===== config.mk =====
export PLATFORM = sky130hd
export DESIGN_NAME = minl1_cell
export DESIGN_NICKNAME = d
export VERILOG_FILES = /design/src/rtl/core/minl1_pkg.sv /design/src/rtl/core/minl1_cell.sv
export SDC_FILE = /design/constraint.sdc
export NUM_CORES = 1
export LEC_CHECK = 0
export ABC_CLOCK_PERIOD_IN_PS = 4600
export BUFFER_PORTS_ARGS = -buffer_cell sky130_fd_sc_hd__buf_2
export CAP_MARGIN = 20
export CORE_UTILIZATION = 55
export CTS_CLUSTER_DIAMETER = 120
export DETAILED_ROUTE_END_ITERATION = 12
export PLACE_DENSITY = 0.7
export SETUP_SLACK_MARGIN = 0.02
export SYNTH_ARGS = -nofsm -noshare
export SYNTH_HDL_FRONTEND = slang
export SYNTH_SLANG_ARGS = --single-unit

===== constraint.sdc =====
create_clock -name clk -period 4.6 [get_ports clk]
set_input_delay 0 -clock clk [delete_from_list [all_inputs] [get_ports clk]]
set_output_delay 0 -clock clk [all_outputs]
set_load 0.1 [all_outputs]

===== src/rtl/core/minl1_pkg.sv =====
// shared types and constants for the min l1 distance block
`default_nettype none

package minl1_pkg;

  // parameter defaults
  localparam int DEF_MAX_REFERENCES = 64;
  localparam int DEF_MAX_LENGTH     = 64;
  localparam int DEF_VALUE_BITS     = 10;

  // fixed field widths
  localparam int KIND_W     = 2;
  localparam int VALUE_W    = 10;
  localparam int ACC_BITS   = 16;
  localparam int VL_W       = 7;
  localparam int VC_W       = 10;
  localparam int CFG_DATA_W = 10;
  localparam int CFG_IDX_W  = 1;

  localparam logic [ACC_BITS-1:0] ACC_MAX = '1;

  // configuration register indexes
  localparam logic [CFG_IDX_W-1:0] REG_VECTOR_LENGTH = 1'b0;
  localparam logic [CFG_IDX_W-1:0] REG_VOTER_COUNT   = 1'b1;

  localparam logic [VL_W-1:0] VECTOR_LENGTH_RESET = 7'd64;
  localparam logic [VC_W-1:0] VOTER_COUNT_RESET   = 10'd1023;

  // request kinds
  localparam logic [KIND_W-1:0] KIND_LOAD  = 2'd0;
  localparam logic [KIND_W-1:0] KIND_QUERY = 2'd1;
  localparam logic [KIND_W-1:0] KIND_CLEAR = 2'd2;

  typedef struct packed {
    logic [KIND_W-1:0]  kind;
    logic [VALUE_W-1:0] value;
    logic               last;
  } in_req_t;

  typedef struct packed {
    logic [ACC_BITS-1:0] min_distance;
    logic                set_empty;
    logic                length_overflow;
  } out_rsp_t;

  // broadcast controls from the sequencer to every cell
  typedef struct packed {
    logic wr;         // write the store row of the selected cell
    logic load_done;  // selected cell becomes a reference, clear its sum
    logic rd;         // read the store at the query index
    logic acc;        // add the distance of the element read last cycle
    logic clr_all;    // zero all sums
  } cell_ctl_t;

endpackage

`default_nettype wire


===== src/rtl/core/minl1_cell.sv =====
// one reference cell: store row, running l1 sum and a stage of the min chain
`default_nettype none

module minl1_cell #(
  parameter int IDX            = 0,
  parameter int MAX_REFERENCES = minl1_pkg::DEF_MAX_REFERENCES,
  parameter int MAX_LENGTH     = minl1_pkg::DEF_MAX_LENGTH,
  parameter int VALUE_BITS     = minl1_pkg::DEF_VALUE_BITS,
  localparam int CNT_W         = $clog2(MAX_REFERENCES + 1),
  localparam int AW            = (MAX_LENGTH > 1) ? $clog2(MAX_LENGTH) : 1
) (
  input  logic                          clk,
  input  logic                          rst_n,
  input  minl1_pkg::cell_ctl_t          ctl,
  input  logic [CNT_W-1:0]              ref_count,
  input  logic [AW-1:0]                 addr,
  input  logic [VALUE_BITS-1:0]         wdata,
  input  logic [VALUE_BITS-1:0]         qval,
  input  logic [minl1_pkg::ACC_BITS-1:0] min_in,
  output logic [minl1_pkg::ACC_BITS-1:0] min_out
);

  import minl1_pkg::*;

  logic [VALUE_BITS-1:0] ref_mem [MAX_LENGTH];
  logic [VALUE_BITS-1:0] rd_r;
  logic [ACC_BITS-1:0]   acc_r;
  logic [ACC_BITS-1:0]   acc_nxt;
  logic [ACC_BITS-1:0]   min_r;
  logic [ACC_BITS-1:0]   min_nxt;
  logic [VALUE_BITS-1:0] diff;
  logic [ACC_BITS:0]     sum;
  logic                  sel;
  logic                  active;

  assign sel    = (ref_count == CNT_W'(IDX));
  assign active = (CNT_W'(IDX) < ref_count);

  // row store, registered read
  always_ff @(posedge clk) begin
    if (ctl.wr && sel) begin
      ref_mem[addr] <= wdata;
    end
    if (ctl.rd) begin
      rd_r <= ref_mem[addr];
    end
  end

  always_comb begin
    diff = (qval >= rd_r) ? (qval - rd_r) : (rd_r - qval);
    sum  = {1'b0, acc_r} + (ACC_BITS + 1)'(diff);
    acc_nxt = acc_r;
    if (ctl.clr_all || (ctl.load_done && sel)) begin
      acc_nxt = '0;
    end else if (ctl.acc && active) begin
      acc_nxt = sum[ACC_BITS] ? ACC_MAX : sum[ACC_BITS-1:0];
    end
    min_nxt = (active && (acc_r < min_in)) ? acc_r : min_in;
  end

  always_ff @(posedge clk) begin
    if (!rst_n) begin
      acc_r <= '0;
    end else begin
      acc_r <= acc_nxt;
    end
  end

  // running minimum handed on to the next cell every cycle
  always_ff @(posedge clk) begin
    min_r <= min_nxt;
  end

  assign min_out = min_r;

endmodule

`default_nettype wire


==> impl_results.md, run 1 <==
- Run status: complete, no violations
- Critical path arrival: 4.76 ns
- Max-cap viol count: 0
- Full die area: between 0.05 and 0.06 mm^2
- Wire length per cell: 28.0 um
- Async S/R FF share, synth: 0%
- Sw power: roughly 3.1 mW
- Type of the tightest min-delay check: in -> reg
- Yosys top cell by area: edfxtp_1
- H-tree Lvls: 3
- Rows: 82
- Int Power: 10.3 mW
- Post-synth EDFFs: 650
- Static leakage: approximately 11 nW
- Die Y-Extent: 228 um
- Endpoint of the worst register-to-register path: acc_r[13]
- Post-CTS Hold Fix Bufs: 26
- Headroom to the max-slew limit: 22.5%
- Core Area: 0.0504 mm^2
- Synth Flop Type: edfxtp_1
- Setup TNS: 0 ns
- Layout Nets: 1940
- Syn avg cell area: between 15 and 20 um^2
- P&R area growth vs syn: 14.2%
- Clk sinks: 682
- CP endpoint kind: flip-flop
- Final Hold Vio Count: 0
- Syn Inst Count: 1643
- Multi-input logic area: 0.00729 mm^2
- Post-synth top area share: between 60 and 70%
- CP Max Fanout: 11
- Combinational power share: 8.5%
- Synth Cell Area: 0.0282 mm^2
- Reg2Reg Depth: 15
- Ranking of synthesized cells by area: edfxtp_1 69%, mux4_2 6.1%, mux2i_1 2.6%
- Placer congestion estimate: 0.926
- R2r setup slk: about 0.33 ns
- Slew Viols, Final: 0
- Hold path startpoint: ctl[3]
- Reg area: 0.0202 mm^2
- Synth Net Count: ~1700
- Total vias in the final route: 16300
- Slew at the pin with the worst max-slew slack: 1.16 ns
- Clock Path Buffers: 3
- Most common cell in the netlist: edfxtp_1
- Layout cells sized above 1: 22.5%
- Ports: 72
- Residual DRC count: 0
- PortBufs: 71
- Via-per-instance ratio: 6.39
- Clock Skews: 0.0278 ns
- Clk slew on worst S/H paths: about 0.060 ns
- WS Path Type: reg -> reg
- Initial DRC Count: 2092
- Pre-antenna DRT Iters: 6
- End of the worst hold path: acc_r[12]
- WP data required: 5.09 ns
- First-pass GRT wire length: roughly 110 mm
- Fmax: 234 MHz
- Power density over cell area: 416 mW/mm^2
- Cts repair resizes: 0
- Reg power frac: 51.1%
- Drt total wl: a little over 70 mm
- Finished Core Util: 63.9%
- CTS tree: built
- Filler cells: roughly 3500
- Worst R2R Start: rd_r[3]
- Initial Utilization: between 50% and 60%
- Netlist cell types: 74
- Post-synth top cells: 650 x edfxtp_1, 113 x nor2_1, 76 x mux4_2
- Antenna violations before repair: 3
- Switching share of power: 23.1%
- Period minus WS final: 4.27 ns
- Die span in x: 228 um
- Post-DP HPWL: between 40 and 50 mm
- Root buf cell: clkbuf_16
- CP Launch Type: flip-flop
- Total gr overflow: 0
- Largest net degree at the start of global routing: 76
- Antenna violation net count after detailed routing: 0
- Tot GR Track Use: 27.9%
- Synth Warn #: 0
- Hold Path Depth: 5
- Setup-failing EPs final: 0
- Vias in the first global route: 16300
- Synth Register Bits: 682
- Worst VDD drop: 0.296 mV
- Seq/Total Area, Yosys: 71.5%
- Unrepaired setup endpoints after global routing: false
- Clock power share: 40.4%
- Worst skew pair latency: 0.63 ns
- CTS Buf Count: 70
- Final Cycle Share: a little over 90%
- Setup bufs post-CTS: 0
worst max path at each step:
stage          startpoint   endpoint  slack [ns]  cells after the start
2_1_floorplan     rd_r[3]   acc_r[2]        0.81                     16
3_3_place_gp      rd_r[3]  acc_r[11]        0.49                     14
3_5_place_dp      rd_r[3]  acc_r[13]        0.37                     15
4_1_cts           rd_r[3]  acc_r[13]        0.37                     15
5_1_grt           rd_r[0]  acc_r[11]        0.03                     16
6_report          rd_r[3]  acc_r[13]        0.33                     15
per-layer routing:
metal | vias to the layer above | global-route usage [%] | share of wire (%)
li1 | 6995 | - | -
met1 | 8281 | 37.6 | 39
met2 | 883 | 44.2 | 47
met3 | 180 | 5.33 | 8.9
met4 | 4 | 13.1 | 4.5
met5 | - | 0 | 0.038
state kept, by name, indices dropped and copies added (netlist names):
signal,flops
ref_mem,640
acc_r,16
rd_r,10
min_out,16
critical path: stages (launching register included):
cell      delay, ns
edfxtp_1       0.39
ha_1           0.42
nand3_1        0.17
o211ai_1       0.32
a221oi_2       0.15
a211oi_4       0.59
mux2i_1        0.29
xnor2_1        0.17
ha_1           0.31
nor2b_1        0.15
o21ai_0        0.29
a211o_1        0.24
nand2_1        0.10
a41oi_1        0.24
buf_4          0.21
a311oi_1       0.09
area by class of cell:
type / instances / area share, %
clock inverter: 31 / 0.797
tap: 672 / 2.61
sequential: 682 / 62.6
antenna: 2 / 0.0155
multi-input combinational: 825 / 22.6
inverter: 49 / 0.575
timing repair buffer: 208 / 4.89
clock buffer: 89 / 5.86
kinds of logic after synthesis:
| logic type | count (synthesis) | synth area share, % |
|---|---|---|
| xor gates and xnor gates | 15 | 0.466 |
| AOI/OAI and AO/OA | 319 | 8.00 |
| and+or+nand+nor | 232 | 3.81 |
| muxes | 211 | 11.4 |
| adders and majority gates | 48 | 2.21 |
| DFF | 682 | 71.5 |
| buffers and inverters | 136 | 2.65 |
cell usage in the layout, fill, tap and decap left out, types with 9 or more instances in the layout:
cell	instances
ha_1	45
dlygate4sd3_1	31
edfxtp_1	650
clkbuf_1	16
mux4_2	76
a21oi_1	64
buf_2	68
inv_1	47
a21o_1	12
nor2_1	113
nor3_1	13
mux2i_1	74
nand2_1	45
o22ai_1	25
clkbuf_16	73
a211oi_1	11
mux2_2	55
o211ai_1	9
a31oi_1	13
a22oi_1	38
o21ai_0	42
buf_4	97
clkinv_1	13
dfxtp_1	32
a221oi_1	53
per-stage QoR:
step / area [um^2] / worst slack [ns] / total power, mW / hold WS, ns / cells
6_report: 32200 / 0.334 / 13.4 / 0.0405 / 2558
5_1_grt: 32200 / 0.0344 / 13.8 / 0.0800 / 2556
4_1_cts: 32000 / 0.372 / 13.5 / 0.00437 / 2542
3_5_place_dp: 29600 / 0.373 / 8.07 / 0.249 / 2396
3_3_place_gp: 29600 / 0.491 / 8.05 / 0.241 / 2393
2_1_floorplan: 28200 / 0.806 / 7.69 / 0.0989 / 1643
power groups by stage:
stage | clock network (mW) | logic (mW) | registers [mW]
CTS | 5.49 | 1.12 | 6.85
floorplan | 0 | 0.662 | 7.03
detailed placement | 0 | 1.10 | 6.98
finish | 5.42 | 1.14 | 6.84
global route | 5.72 | 1.22 | 6.84
global placement | 0 | 1.07 | 6.98
Power figures use the tool's default switching activity.
==> inputs of run 2 (changes only) <==
Settings changed: PLACE_DENSITY 0.7 to 0.75.
==> run 2 against run 1 <==
Net effect: sequential share of layout area rose by 0.17 points; utilization is 0.18 points lower; critical endpoint unchanged; hold slack worse by 0.011 ns; setup slack better by 0.065 ns; combinational power is essentially flat; largest cell class unchanged; total power fell by 0.33%; via count is 1.2% higher; sequential power about the same; clock skew decreased by 0.0051 ns; die area unchanged; final cell count is 0.51% lower; global-route usage shrank 0.92 points.
==> impl_results.md, run 2 (synthesized netlist as in run 1, its figures left out) <==
- CP endpoint kind: flip-flop (unchanged)
- Layout cells sized above 1: 22.0% (was 22.5%)
- Max-cap viol count: 0 (unchanged)
- Vias in the first global route: 16400 (was 16300)
- Commonest non-fill, non-tap cell in the layout: edfxtp_1 (unchanged)
- Static leakage: 10.9 nW (was 11.0 nW)
- Antenna violation net count after detailed routing: 0 (unchanged)
- Pre-antenna DRT Iters: 6 (unchanged)
- Rows: 82 (unchanged)
- Full die area: 0.0522 mm^2 (unchanged)
- Total gr overflow: 0 (unchanged)
- WP data required: 5.05 ns (was 5.09 ns)
- Clk sinks: 682 (unchanged)
- Wire length per cell: 27.6 um (was 28.0 um)
- Worst hold slack: 0.0296 ns (was 0.0405 ns)
- Largest net degree at the start of global routing: 65 (was 76)
- Multi-input logic area: 0.00729 mm^2 (unchanged)
- Tot GR Track Use: 27.0% (was 27.9%)
- Worst R2R Start: rd_r[3] (unchanged)
- Placer congestion estimate: 0.893 (was 0.926)
- Clk slew on worst S/H paths: 0.06 ns (about the same)
- CTS Buf Count: 70 (unchanged)
- Biggest register: ref_mem (unchanged)
- CP Launch Type: flip-flop (unchanged)
- H-tree Lvls: 3 (unchanged)
- Clock Path Buffers: 3 (unchanged)
- Power density over cell area: 416 mW/mm^2 (about the same)
- R2r setup slk: 0.40 ns (was 0.33 ns)
- Fmax: 238 MHz (was 234 MHz)
- Residual DRC count: 0 (unchanged)
- Final Hold Vio Count: 0 (unchanged)
- CTS tree: built (unchanged)
- Hold path startpoint: rst_n (was ctl[3])
- Headroom to the max-slew limit: 23.7% (was 22.5%)
- Post-DP HPWL: 41.9 mm (was 43.0 mm)
- CP Max Fanout: 7 (was 11)
- Worst skew pair latency: 0.61 ns (was 0.63 ns)
- Root buf cell: clkbuf_16 (unchanged)
- Worst VDD drop: 0.358 mV (was 0.296 mV)
- Unrepaired setup endpoints after global routing: false (unchanged)
- Die span in x: 228 um (unchanged)
- Period minus WS final: 4.20 ns (was 4.27 ns)
- Antenna violations before repair: 4 (was 3)
- Type of the tightest min-delay check: in -> reg (unchanged)
- Reg area: 0.0202 mm^2 (unchanged)
- Hold Path Depth: 4 (was 5)
- Run status: complete, no violations (unchanged)
- Die Y-Extent: 228 um (unchanged)
- Setup TNS: 0 ns (unchanged)
- End of the worst hold path: acc_r[12] (unchanged)
- Layout Nets: 1922 (was 1940)
- Initial Utilization: 56.0% (unchanged)
- Drt total wl: 70.3 mm (was 71.7 mm)
- PortBufs: 71 (unchanged)
- Ports: 72 (unchanged)
- Setup-failing EPs final: 0 (unchanged)
- Max reg flops: 640 (unchanged)
- Total vias in the final route: 16500 (was 16300)
- Total power: 13.4 mW (about the same)
- Slew Viols, Final: 0 (unchanged)
- Critical path arrival: 4.65 ns (was 4.76 ns)
- Reg2Reg Depth: 15 (unchanged)
- WS Path Type: reg -> reg (unchanged)
- Initial DRC Count: 2356 (was 2092)
- Endpoint of the worst register-to-register path: acc_r[13] (unchanged)
- First-pass GRT wire length: 104 mm (was 106 mm)
- Slew at the pin with the worst max-slew slack: 1.14 ns (was 1.16 ns)
- P&R area growth vs syn: 13.9% (was 14.2%)
- Commonest non-fill, non-tap cells in the layout: 650 x edfxtp_1, 113 x nor2_1, 76 x mux4_2, 75 x buf_4, 74 x mux2i_1 (was 650 x edfxtp_1, 113 x nor2_1, 97 x buf_4, 76 x mux4_2, 74 x mux2i_1)
- Core Area: 0.0504 mm^2 (unchanged)
- Clock Skews: 0.0228 ns (was 0.0278 ns)
- Via-per-instance ratio: 6.50 (was 6.39)
- Filler cells: 3388 (was 3476)
- Final Cycle Share: 91.3% (was 92.7%)
run 2: layout make-up:
| class | instances | area share (%) |
|---|---|---|
| antenna | 1 | 0.00779 |
| clock buffer | 83 | 5.61 |
| clock inverter | 43 | 1.04 |
| inverter | 49 | 0.573 |
| multi-input combinational | 825 | 22.7 |
| sequential | 682 | 62.8 |
| tap | 672 | 2.62 |
| timing repair buffer | 190 | 4.67 |
run 2: power breakdown:
| part | internal [mW] | switching (mW) |
|---|---|---|
| sequential | 6.82 | 0.0193 |
| clock | 3.03 | 2.33 |
| combinational | 0.418 | 0.730 |
run 2: critical path, cell delays in order, from the launching register on:
cell,delay [ns]
edfxtp_1,0.40
ha_1,0.43
nand3_1,0.17
o211ai_1,0.32
a221oi_2,0.15
a211oi_4,0.37
buf_12,0.17
mux2i_1,0.24
xor2_1,0.20
ha_1,0.29
o21ai_0,0.34
a21oi_1,0.15
a31oi_1,0.31
o21ai_0,0.24
a21oi_1,0.21
a311oi_1,0.07
run 2: timing repair:
| action | in CTS | in global routing |
|---|---|---|
| buffers inserted | 0 | 2 |
| gates resized for setup | 0 | 0 |
| hold endpoints to repair | 36 | 157 |
| endpoints found under the setup margin | 0 | 9 |
| hold buffers | 20 | 8 |
run 2: how the worst max path moves through the flow:
stage | from | to | slack (ns) | depth (start not counted)
final | rd_r[3] | acc_r[13] | 0.40 | 15
after global routing | rd_r[0] | acc_r[14] | 0.15 | 17
after CTS | rd_r[3] | acc_r[13] | 0.39 | 15
after detailed placement | rd_r[4] | acc_r[13] | 0.40 | 15
after global placement | rd_r[3] | acc_r[13] | 0.58 | 15
after floorplan | rd_r[3] | acc_r[2] | 0.81 | 16
run 2: routing by layer:
layer  GRT usage, %  share of wire (%)  up-vias
met1           35.5                 38     8279
met4           11.9                4.8        6
met2           42.8                 47     1040
li1               -                  -     6968
met5              0              0.068        -
met3           6.69                 10      239
run 2: through the flow:
stage / utilization (%) / setup slack (ns) / area [um^2] / cells
4_1_cts: 63.1 / 0.386 / 31800 / 2521
3_3_place_gp: 58.5 / 0.578 / 29500 / 2375
3_5_place_dp: 58.5 / 0.398 / 29500 / 2375
5_1_grt: 63.7 / 0.152 / 32100 / 2544
2_1_floorplan: - / 0.806 / 28200 / 1643
6_report: 63.7 / 0.399 / 32100 / 2545
